## src/rtl/pbma_pkg.sv

```systemverilog
`timescale 1ns / 1ps
// ----------------------------------------------------------------------------
// pbma_pkg
// Shared constants and types for the point bounding-box moving average core.
// ----------------------------------------------------------------------------
package pbma_pkg;

    localparam int MAX_WINDOW_DEF = 16;
    localparam int COORD_W        = 32;
    localparam int NUM_COORD      = 4;
    localparam int WLEN_W         = 5;

    localparam logic [WLEN_W-1:0] WINDOW_RESET = WLEN_W'(5);

    localparam logic signed [COORD_W-1:0] COORD_POS_MAX = {1'b0, {(COORD_W-1){1'b1}}};
    localparam logic signed [COORD_W-1:0] COORD_NEG_MAX = {1'b1, {(COORD_W-1){1'b0}}};

    typedef enum logic [2:0] {
        ST_IDLE,
        ST_SUB,
        ST_ADD,
        ST_LOAD,
        ST_WAIT
    } state_t;

endpackage

```

## src/rtl/pbma_ram.sv

```systemverilog
`timescale 1ns / 1ps
// ----------------------------------------------------------------------------
// pbma_ram
// Simple dual-port RAM: one write port, one read port with registered data.
// ----------------------------------------------------------------------------
module pbma_ram #(
    parameter int WIDTH  = 128,
    parameter int DEPTH  = 16,
    parameter int ADDR_W = (DEPTH > 1) ? $clog2(DEPTH) : 1
) (
    input  logic              clk,
    input  logic              we,
    input  logic [ADDR_W-1:0] waddr,
    input  logic [WIDTH-1:0]  wdata,
    input  logic              re,
    input  logic [ADDR_W-1:0] raddr,
    output logic [WIDTH-1:0]  rdata
);

    logic [WIDTH-1:0] mem_reg [DEPTH];

    always_ff @(posedge clk)
    begin
        if (we)
        begin
            mem_reg[waddr] <= wdata;
        end
        if (re)
        begin
            rdata <= mem_reg[raddr];
        end
    end

endmodule

```

## src/rtl/pbma_div.sv

```systemverilog
`timescale 1ns / 1ps
// ----------------------------------------------------------------------------
// pbma_div
// Four-lane bit-serial restoring divider: unsigned dividends, shared divisor.
// ----------------------------------------------------------------------------
module pbma_div #(
    parameter int SUM_W = 36,
    parameter int CNT_W = 5
) (
    input  logic             clk,
    input  logic             rst_n,
    input  logic             start,
    input  logic [SUM_W-1:0] dividend [pbma_pkg::NUM_COORD],
    input  logic [CNT_W-1:0] divisor,
    output logic             busy,
    output logic [SUM_W-1:0] quotient [pbma_pkg::NUM_COORD]
);

    localparam int STEP_W = $clog2(SUM_W + 1);

    logic              busy_reg;
    logic [STEP_W-1:0] step_reg;
    logic [CNT_W-1:0]  div_reg;
    logic [CNT_W-1:0]  rem_reg  [pbma_pkg::NUM_COORD];
    logic [SUM_W-1:0]  quo_reg  [pbma_pkg::NUM_COORD];
    logic [CNT_W-1:0]  rem_next [pbma_pkg::NUM_COORD];
    logic [SUM_W-1:0]  quo_next [pbma_pkg::NUM_COORD];
    logic [CNT_W:0]    trial    [pbma_pkg::NUM_COORD];

    always_comb
    begin
        for (int j = 0; j < pbma_pkg::NUM_COORD; j++)
        begin
            trial[j] = {rem_reg[j], quo_reg[j][SUM_W-1]};
            if (trial[j] >= {1'b0, div_reg})
            begin
                rem_next[j] = CNT_W'(trial[j] - {1'b0, div_reg});
                quo_next[j] = {quo_reg[j][SUM_W-2:0], 1'b1};
            end
            else
            begin
                rem_next[j] = trial[j][CNT_W-1:0];
                quo_next[j] = {quo_reg[j][SUM_W-2:0], 1'b0};
            end
        end
    end

    always_ff @(posedge clk or negedge rst_n)
    begin
        if (!rst_n)
        begin
            busy_reg <= 1'b0;
            step_reg <= '0;
        end
        else if (start)
        begin
            busy_reg <= 1'b1;
            step_reg <= STEP_W'(SUM_W);
        end
        else if (busy_reg)
        begin
            step_reg <= step_reg - STEP_W'(1);
            if (step_reg == STEP_W'(1))
            begin
                busy_reg <= 1'b0;
            end
        end
    end

    always_ff @(posedge clk)
    begin
        if (start)
        begin
            div_reg <= divisor;
            for (int j = 0; j < pbma_pkg::NUM_COORD; j++)
            begin
                rem_reg[j] <= '0;
                quo_reg[j] <= dividend[j];
            end
        end
        else if (busy_reg)
        begin
            for (int j = 0; j < pbma_pkg::NUM_COORD; j++)
            begin
                rem_reg[j] <= rem_next[j];
                quo_reg[j] <= quo_next[j];
            end
        end
    end

    assign busy     = busy_reg;
    assign quotient = quo_reg;

endmodule

```

## src/rtl/point_bbox_moving_average_core.sv

```systemverilog
`timescale 1ns / 1ps
// ----------------------------------------------------------------------------
// point_bbox_moving_average_core
// Per-frame bounding box of valid points, averaged over the last boxes.
// ----------------------------------------------------------------------------
//  channel   dir  handshake                 payload
//  s_axis    in   s_axis_tvalid/tready      tdata {y, x}, tuser valid, tlast end
//  m_axis    out  m_axis_tvalid/tready      tdata {max_y, max_x, min_y, min_x}
//  cfg       in   cfg_wr_en                 cfg_wr_data window_len
//
//  A point without frame end, or ending an empty frame, is taken while idle.
//  A frame end with points steps through ST_SUB, ST_ADD, ST_LOAD and ST_WAIT,
//  which waits on the bit-serial divider; the history ring is read and written once.
//  The result waits in an output register; points keep flowing meanwhile.
//  Reset needs no clearing pass: only pushed ring entries are ever used.
// ----------------------------------------------------------------------------
module point_bbox_moving_average_core #(
    parameter int MAX_WINDOW = pbma_pkg::MAX_WINDOW_DEF
) (
    input  logic                        clk,
    input  logic                        rst_n,
    input  logic                        s_axis_tvalid,
    output logic                        s_axis_tready,
    input  logic [63:0]                 s_axis_tdata,  // point_x, point_y
    input  logic                        s_axis_tuser,  // point_valid
    input  logic                        s_axis_tlast,  // frame_end
    output logic                        m_axis_tvalid,
    input  logic                        m_axis_tready,
    output logic [127:0]                m_axis_tdata,  // mean_min_x, mean_min_y,
                                                       // mean_max_x, mean_max_y
    input  logic                        cfg_wr_en,
    input  logic [pbma_pkg::WLEN_W-1:0] cfg_wr_data    // window_len
);

    localparam int CW     = pbma_pkg::COORD_W;
    localparam int NC     = pbma_pkg::NUM_COORD;
    localparam int IDX_W  = (MAX_WINDOW > 1) ? $clog2(MAX_WINDOW) : 1;
    localparam int CNT_W  = $clog2(MAX_WINDOW + 1);
    localparam int SUM_W  = CW + $clog2(MAX_WINDOW);
    localparam int CMP_W  = (CNT_W > pbma_pkg::WLEN_W) ? CNT_W : pbma_pkg::WLEN_W;
    localparam logic [CNT_W:0]   MAX_EXT  = (CNT_W + 1)'(MAX_WINDOW);
    localparam logic [CMP_W-1:0] MAX_CMP  = CMP_W'(MAX_WINDOW);
    localparam logic [IDX_W-1:0] LAST_IDX = IDX_W'(MAX_WINDOW - 1);

    pbma_pkg::state_t state_reg, state_next;

    logic signed [CW-1:0] min_x_reg, min_y_reg, max_x_reg, max_y_reg;
    logic signed [CW-1:0] min_x_upd, min_y_upd, max_x_upd, max_y_upd;
    logic                 has_point_reg, has_upd;
    logic signed [CW-1:0] box_reg [NC];
    logic                 evict_reg;
    logic [IDX_W-1:0]     head_reg, head_next;
    logic [CNT_W-1:0]     count_reg, count_next;
    logic signed [SUM_W-1:0] sum_reg [NC];
    logic signed [SUM_W-1:0] sum_next [NC];
    logic [pbma_pkg::WLEN_W-1:0] wlen_reg;
    logic [CW-1:0]        out_reg [NC];
    logic                 out_valid_reg;

    logic signed [CW-1:0] px, py;
    logic                 in_acc, push, out_load, div_start, div_busy, mem_we;
    logic [CMP_W-1:0]     wlen_cmp;
    logic [CNT_W-1:0]     eff_len;
    logic [CNT_W:0]       old_sum;
    logic [IDX_W-1:0]     old_idx;
    logic [NC*CW-1:0]     mem_wdata, mem_rdata;
    logic [SUM_W-1:0]     dividend [NC];
    logic [SUM_W-1:0]     quotient [NC];

    assign px     = s_axis_tdata[31:0];
    assign py     = s_axis_tdata[63:32];
    assign in_acc = s_axis_tvalid && s_axis_tready;

    always_comb
    begin
        min_x_upd = (s_axis_tuser && px < min_x_reg) ? px : min_x_reg;
        max_x_upd = (s_axis_tuser && px > max_x_reg) ? px : max_x_reg;
        min_y_upd = (s_axis_tuser && py < min_y_reg) ? py : min_y_reg;
        max_y_upd = (s_axis_tuser && py > max_y_reg) ? py : max_y_reg;
        has_upd   = has_point_reg || s_axis_tuser;
        push      = in_acc && s_axis_tlast && has_upd;
    end

    always_comb
    begin
        wlen_cmp = CMP_W'(wlen_reg);
        if (wlen_reg == '0)
        begin
            eff_len = CNT_W'(1);
        end
        else if (wlen_cmp > MAX_CMP)
        begin
            eff_len = CNT_W'(MAX_WINDOW);
        end
        else
        begin
            eff_len = CNT_W'(wlen_cmp);
        end
        old_sum = (CNT_W + 1)'(head_reg) + MAX_EXT - (CNT_W + 1)'(count_reg);
        if (old_sum >= MAX_EXT)
        begin
            old_sum = old_sum - MAX_EXT;
        end
        old_idx = old_sum[IDX_W-1:0];
    end

    always_comb
    begin
        state_next = state_reg;
        unique case (state_reg)
            pbma_pkg::ST_IDLE: if (push) state_next = pbma_pkg::ST_SUB;
            pbma_pkg::ST_SUB:  state_next = pbma_pkg::ST_ADD;
            pbma_pkg::ST_ADD:  state_next = pbma_pkg::ST_LOAD;
            pbma_pkg::ST_LOAD: state_next = pbma_pkg::ST_WAIT;
            pbma_pkg::ST_WAIT: if (out_load) state_next = pbma_pkg::ST_IDLE;
            default:           state_next = pbma_pkg::ST_IDLE;
        endcase
    end

    always_comb
    begin
        s_axis_tready = (state_reg == pbma_pkg::ST_IDLE);
        mem_we        = (state_reg == pbma_pkg::ST_SUB);
        div_start     = (state_reg == pbma_pkg::ST_LOAD);
        out_load      = (state_reg == pbma_pkg::ST_WAIT) && !div_busy &&
                        (!out_valid_reg || m_axis_tready);
    end

    always_comb
    begin
        head_next  = head_reg;
        count_next = count_reg;
        sum_next   = sum_reg;
        if (cfg_wr_en)
        begin
            head_next  = '0;
            count_next = '0;
            for (int j = 0; j < NC; j++)
            begin
                sum_next[j] = '0;
            end
        end
        else if (state_reg == pbma_pkg::ST_SUB)
        begin
            head_next = (head_reg == LAST_IDX) ? '0 : head_reg + IDX_W'(1);
            if (evict_reg)
            begin
                for (int j = 0; j < NC; j++)
                begin
                    sum_next[j] = sum_reg[j] -
                                  SUM_W'($signed(mem_rdata[j*CW +: CW]));
                end
            end
        end
        else if (state_reg == pbma_pkg::ST_ADD)
        begin
            count_next = evict_reg ? count_reg : count_reg + CNT_W'(1);
            for (int j = 0; j < NC; j++)
            begin
                sum_next[j] = sum_reg[j] + SUM_W'(box_reg[j]);
            end
        end
    end

    always_comb
    begin
        for (int j = 0; j < NC; j++)
        begin
            mem_wdata[j*CW +: CW] = box_reg[j];
            dividend[j] = sum_reg[j][SUM_W-1] ? SUM_W'(-sum_reg[j]) : SUM_W'(sum_reg[j]);
        end
    end

    always_ff @(posedge clk or negedge rst_n)
    begin
        if (!rst_n)
        begin
            state_reg     <= pbma_pkg::ST_IDLE;
            min_x_reg     <= pbma_pkg::COORD_POS_MAX;
            min_y_reg     <= pbma_pkg::COORD_POS_MAX;
            max_x_reg     <= pbma_pkg::COORD_NEG_MAX;
            max_y_reg     <= pbma_pkg::COORD_NEG_MAX;
            has_point_reg <= 1'b0;
            head_reg      <= '0;
            count_reg     <= '0;
            for (int j = 0; j < NC; j++)
            begin
                sum_reg[j] <= '0;
            end
            wlen_reg      <= pbma_pkg::WINDOW_RESET;
            out_valid_reg <= 1'b0;
        end
        else
        begin
            state_reg <= state_next;
            head_reg  <= head_next;
            count_reg <= count_next;
            sum_reg   <= sum_next;
            if (cfg_wr_en)
            begin
                wlen_reg <= cfg_wr_data;
            end
            if (in_acc)
            begin
                if (s_axis_tlast)
                begin
                    min_x_reg     <= pbma_pkg::COORD_POS_MAX;
                    min_y_reg     <= pbma_pkg::COORD_POS_MAX;
                    max_x_reg     <= pbma_pkg::COORD_NEG_MAX;
                    max_y_reg     <= pbma_pkg::COORD_NEG_MAX;
                    has_point_reg <= 1'b0;
                end
                else
                begin
                    min_x_reg     <= min_x_upd;
                    min_y_reg     <= min_y_upd;
                    max_x_reg     <= max_x_upd;
                    max_y_reg     <= max_y_upd;
                    has_point_reg <= has_upd;
                end
            end
            if (out_load)
            begin
                out_valid_reg <= 1'b1;
            end
            else if (m_axis_tready)
            begin
                out_valid_reg <= 1'b0;
            end
        end
    end

    always_ff @(posedge clk)
    begin
        if (push)
        begin
            box_reg[0] <= min_x_upd;
            box_reg[1] <= min_y_upd;
            box_reg[2] <= max_x_upd;
            box_reg[3] <= max_y_upd;
            evict_reg  <= (count_reg >= eff_len);
        end
        if (out_load)
        begin
            for (int j = 0; j < NC; j++)
            begin
                out_reg[j] <= sum_reg[j][SUM_W-1] ? CW'(0) - quotient[j][CW-1:0]
                                                  : quotient[j][CW-1:0];
            end
        end
    end

    pbma_ram #(
        .WIDTH (NC * CW),
        .DEPTH (MAX_WINDOW)
    ) u_ring (
        .clk   (clk),
        .we    (mem_we),
        .waddr (head_reg),
        .wdata (mem_wdata),
        .re    (push),
        .raddr (old_idx),
        .rdata (mem_rdata)
    );

    pbma_div #(
        .SUM_W (SUM_W),
        .CNT_W (CNT_W)
    ) u_div (
        .clk      (clk),
        .rst_n    (rst_n),
        .start    (div_start),
        .dividend (dividend),
        .divisor  (count_reg),
        .busy     (div_busy),
        .quotient (quotient)
    );

    assign m_axis_tvalid = out_valid_reg;
    assign m_axis_tdata  = {out_reg[3], out_reg[2], out_reg[1], out_reg[0]};

    a_count_bound: assert property (@(posedge clk) disable iff (!rst_n)
        count_reg <= CNT_W'(MAX_WINDOW))
        else $error("history count above ring depth");

    a_head_bound: assert property (@(posedge clk) disable iff (!rst_n)
        head_reg <= LAST_IDX)
        else $error("history head outside ring");

    a_div_free: assert property (@(posedge clk) disable iff (!rst_n)
        div_start |-> !div_busy)
        else $error("divider started while busy");

    a_out_source: assert property (@(posedge clk) disable iff (!rst_n)
        $rose(out_valid_reg) |-> $past(state_reg == pbma_pkg::ST_WAIT))
        else $error("result raised outside divide completion");

endmodule
```

## config.mk

```make
export PLATFORM = sky130hd
export DESIGN_NAME = point_bbox_moving_average_core
export DESIGN_NICKNAME = d
export VERILOG_FILES = /design/src/rtl/pbma_pkg.sv /design/src/rtl/pbma_ram.sv /design/src/rtl/pbma_div.sv /design/src/rtl/point_bbox_moving_average_core.sv
export SDC_FILE = /design/constraint.sdc
export NUM_CORES = 2
export LEC_CHECK = 0
export ABC_CLOCK_PERIOD_IN_PS = 14250
export BUFFER_PORTS_ARGS = -buffer_cell sky130_fd_sc_hd__buf_2
export CAP_MARGIN = 20
export CORE_ASPECT_RATIO = 1.4
export CORE_MARGIN = 5
export CORE_UTILIZATION = 35
export CTS_CLUSTER_DIAMETER = 30
export DETAILED_ROUTE_END_ITERATION = 16
export SETUP_SLACK_MARGIN = 0.4
export SLEW_MARGIN = 20
export SYNTH_ARGS = -nofsm -noshare
export SYNTH_HDL_FRONTEND = slang
export SYNTH_HIERARCHICAL = 1
export SYNTH_SLANG_ARGS = --single-unit
```

## constraint.sdc

```tcl
create_clock -name clk -period 14.25 [get_ports clk]
set_input_delay 1.425 -clock clk [delete_from_list [all_inputs] [get_ports clk]]
set_output_delay 1.425 -clock clk [all_outputs]
set_load 0.01 [all_outputs]
```

**Word level (Yosys, flattened, before mapping)**

Memory sizes are Yosys's and may differ from the RTL's. A register that Yosys moved wholly into a read port is not among the register bits.
Cells that the tools add are included.
Widths: inputs -> output; s select.

- Add/subtract/negate cells: 26
- Muxes and demuxes: 66
- Magnitude comparators: 11
- Bitwise operators: 4
- Equality and inequality tests: 11
- Reduce and logical (&&, ||, !) cells: 23

Operators by type and width:

| operator | count |
|---|---|
| $mux 144 | 6 |
| $mux 32 | 12 |
| $add 36x32->36 | 4 |
| $mux 36 | 4 |
| $neg 36->36 | 4 |
| $sub 36x32->36 | 4 |
| $sub 1x32->32 const A | 4 |
| $mux 5 | 14 |
| $gt 32x32->1 | 2 |
| $lt 32x32->1 | 2 |
| $ge 6x5->1 | 4 |
| $mux 1 | 21 |
| $sub 5x5->5 | 4 |
| $mux 4 | 4 |
| $pmux 3 s5 | 1 |
| $mux 6 | 2 |
| $logic_and 1x1->1 | 9 |
| $reduce_bool 2->1 | 4 |
| $add 4x5->6 const B | 1 |
| $eq 3x2->1 const B | 2 |
| $eq 6x1->1 const B | 1 |
| $ge 6x5->1 const B | 1 |
| $mux 3 | 2 |
| $ne 2x2->1 const B | 3 |
| 20 further kinds | 26 |

- Input port bits: 76
- Output and inout bits: 130
- Word-level logic and storage cells: 167
- RAM bits: 2324
- Bits in registers: 448
- Memories: 4

Memory list:

| memory | depth | width | rd ports | clocked after memory_dff | write ports | RTL line | RTL |
|---|---|---|---|---|---|---|---|
| u_ring.mem_reg | 16 | 128 | 1 | 1 | 1 | pbma_ram.sv:20 | `logic [WIDTH-1:0] mem_reg [DEPTH];` |
| box_reg | 4 | 32 | 4 | 0 | 4 | point_bbox_moving_average_core.sv:50 | `logic signed [CW-1:0] box_reg [NC];` |
| out_reg | 4 | 32 | 4 | 0 | 4 | point_bbox_moving_average_core.sv:57 | `logic [CW-1:0] out_reg [NC];` |
| u_div.rem_reg | 4 | 5 | 4 | 0 | 4 | pbma_div.sv:24 | `logic [CNT_W-1:0] rem_reg [pbma_pkg::NUM_COORD];` |

**Logic depth before layout (Yosys ltp)**

- Word-level depth: 6
- Mapped depth: 24
- Gate-level depth less buffers: 23

**By module**

Netlist, hierarchy kept.

Modules (own cells, without submodules):

| module | area each (sq um) | cells an instance | times used |
|---|---|---|---|
| pbma_ram | 80624.8 | 3365 | 1 |
| point_bbox_moving_average_core | 40107.2 | 4422 | 1 |
| pbma_div | 8234.1 | 529 | 1 |

**Worst setup path after synthesis**

No wires, ideal clock.

- Path kind: input -> register
- Start point: input port s_axis_tlast
- End point: memory box_reg[0][0] in the netlist's numbering, enable pin
- Buffers on the path: 1
- Cell stages on the path: 3
- Setup time: 880 ps
- Slack: 826 ps
- Arrival: 12544 ps
- Path through: clkbuf_1 -> nand2_1 -> nor2_1

RTL lines:

| item | RTL line | RTL |
|---|---|---|
| from (decl) | point_bbox_moving_average_core.sv:26 | `input logic s_axis_tlast,` |
| to (decl) | point_bbox_moving_average_core.sv:50 |  |

==> reports/metrics.csv <==
stage;metric;value;unit
synthesis;synth_most_common_cell;edfxtp_1;
finish;seqCellArea;85700;µm²
synthesis;ys_warn_count;6;
sta;period_minus_slack;6.51;ns
synthesis;yosysSeqAreaShare;0.664;
critical_path;cp_cell_sequence;nor4_1 > nand3b_1 > nor3_1 > nand2b_1 > or4_1 > or2_2 > nor4_1 > xor2_1 > nand2_1 > o21ai_0 > ha_1 > nand2_1 > nor3_1 > nand4_1 > a2111oi_0 > o41ai_1 > nand2b_1 > a21oi_1 > xnor2_1 > nand2_1 > a21oi_1;
route;drt_iter0_markers;7782;
sta;slew_headroom;0.171;
pwr;power_density;217;nW/µm²
floorplanning;rows;263;
floorplanning;start_util;0.351;
floorplanning;die_area;381000;µm²
sta;hold_slack;0.486;ns
finish;drive_gt1_frac;0.211;
finish;synthToLayoutAreaGrowth;16.5;%
finish;multi_input_area;40900;µm²
sta;min_period_over_period;0.457;
pwr;total_leakage_power;51.4;nW
synthesis;synth_area;129000;µm²
clock_network;cts_resized;0;
grt;grt_pass1_vias;77000;
floorplanning;fp.dieH;728;µm
grt;antenna_found_initial;88;
critical_path;arrival;7.33;ns
flow_run;drv_cap;0;
sta;slew_violations;0;
floorplanning;io_pins;206;
sta;clock.fmax;154;MHz
status;status;complete, no violations;
grt;grt_start_max_net_pins;130;
sta;hold_violations;0;
floorplanning;core-area;367000;µm²
critical_path;rrSetupSlack;7.74;ns
synthesis;synthArstFlopShare;0.103;
pwr;peakVddDrop;0.149;mV
clock_network;clkTransAtPathRegs;0.06;ns
synthesis;ys.flop_type;edfxtp_1;
synthesis;synth-seq-cells;2900;
sta;finalSetupTns;0;ns
finish;fill_cells;32900;
critical_path;worst-path-max-fanout;19;
critical_path;slowest_delay;0.69;ns
critical_path;path_common_cell;nand2_1;
grt;grt_pass1_wl;533000;µm
route;drtAntennaViolNets;0;
clock_network;postCtsSetupRepairBufs;0;
finish;largest_reg_flops;2048;
route;vias;76700;
clock_network;cts_tree;built;
pwr;power;32.7;mW
route;drc_errors;0;
synthesis;synth_top_area_share;0.606;
sta;rsz0062_at_grt;no;
place;dpl.hpwl;225000;µm
synthesis;netlist_instances;8316;
synthesis;synth_edf_count;2602;
synthesis;synth_cell_types;89;
place;gp_congestion;0.867;
finish;nets;9064;
critical_path;required;15.07;ns
critical_path;critical_path_class;reg2reg;
grt;overflow;0;
worst_hold_path;hp-class;in2async;
synthesis;yosysTopAreaCell;edfxtp_1;
finish;final_util;0.410;
sta;tightest_slew;1.23;ns
sta;finClkSkew;0.0843;ns
floorplanning;die-width;523;µm
critical_path;end_kind;flop;
sta;setup_viol;0;
synthesis;synth_nets;8711;
grt;grtUsageTotal;0.188;
place;numPortBuffers;205;
synthesis;netlist_top_cells_count;2602 x edfxtp_1, 658 x nand2_1, 476 x mux4_2;
clock_network;cts_buffers;419;
critical_path;worstSetupStartpointType;flop;
synthesis;postSynthAreaPerCell;15.5;µm²
clock_network;clock-root-buffer;clkbuf_16;
clock_network;clkSinkCount;2900;
clock_network;clock_latency;0.93;ns
route;vias_per_cell;5.50;
clock_network;clk_path_buf_depth;4;
clock_network;hold_buffers;0;
route;wirelength;366000;µm
route;routedWlPerCell;26.2;µm
synthesis;ys_top_cells_by_area;edfxtp_1 61%, mux4_2 8.3%, dfrtp_1 4.5%;
critical_path;slowest_stage;a2111oi_0;
route;drt_first_pass_iters;6;
clock_network;cts_max_level;5;
-- cell families after synthesis --
group,Yosys count,share of synthesized area
compound gates,1621,0.0825
xor+xnor,485,0.0329
simple gates,1552,0.0579
flops,2900,0.664
buf+inv,646,0.0210
fa+ha+maj,319,0.0315
mux,793,0.110
-- per-layer routing --
metal / GRT usage / vias to the layer above / wire length, µm
met5: 0 / - / 499
met4: 0.0576 / 74 / 11400
met3: 0.0365 / 636 / 27800
met2: 0.310 / 2841 / 176000
met1: 0.251 / 39600 / 150000
li1: - / 33600 / -
-- metrics by stage --
stage	setup WS, ns	area [µm²]	instances
after detailed placement	7.88	136000	13100
after CTS	7.84	150000	13900
after global placement	7.84	136000	13100
after floorplan	0.826	129000	8316
after global routing	7.34	150000	13900
final	7.74	150000	13900
-- placed cells by master, fill, tap and decap left out, types with 204 or more instances in the layout --
cell,n
xnor2_1,346
buf_2,204
clkbuf_16,429
inv_1,238
a21oi_1,295
dfrtp_1,228
nor2_1,223
a22oi_1,253
mux2_2,219
o21ai_0,405
mux4_2,476
edfxtp_1,2602
nand2_1,656
ha_1,310
-- power breakdown --
group,internal [mW],total [mW],switching (mW)
Combinational,4.26,10.3,5.99
Clock,6.43,10.5,4.04
Sequential,10.9,11.9,1.08
-- worst paths after layout --
path	end	from	cells after the start
min	max_y_reg[25]	rst_n	1
max	sum_reg[138]	box_reg[0][4]	21
min in group clk	has_point_reg	has_point_reg	2
max reg2reg	sum_reg[138]	box_reg[0][4]	21
max in group asynchronous	sum_reg[107]	rst_n	3
min reg2reg	has_point_reg	has_point_reg	2
-- area by class of cell --
| class | count | area share |
|---|---|---|
| Clock buffer | 461 | 0.0724 |
| Antenna cell | 23 | 0.000383 |
| Sequential cell | 2900 | 0.570 |
| Clock inverter | 315 | 0.0232 |
| Inverter | 242 | 0.00615 |
| Multi-Input combinational cell | 4770 | 0.272 |
| Tap cell | 4902 | 0.0408 |
| Timing Repair Buffer | 336 | 0.0149 |
-- worst max-delay path, delay by kind of cell (launching register included) --
kind	cells	cell delay [ns]
simple gates	13	3.68
xor+xnor	2	0.28
fa+ha+maj	1	0.46
flops	1	0.63
compound gates	5	1.34
Note: power is estimated with default switching activity, not from simulation.
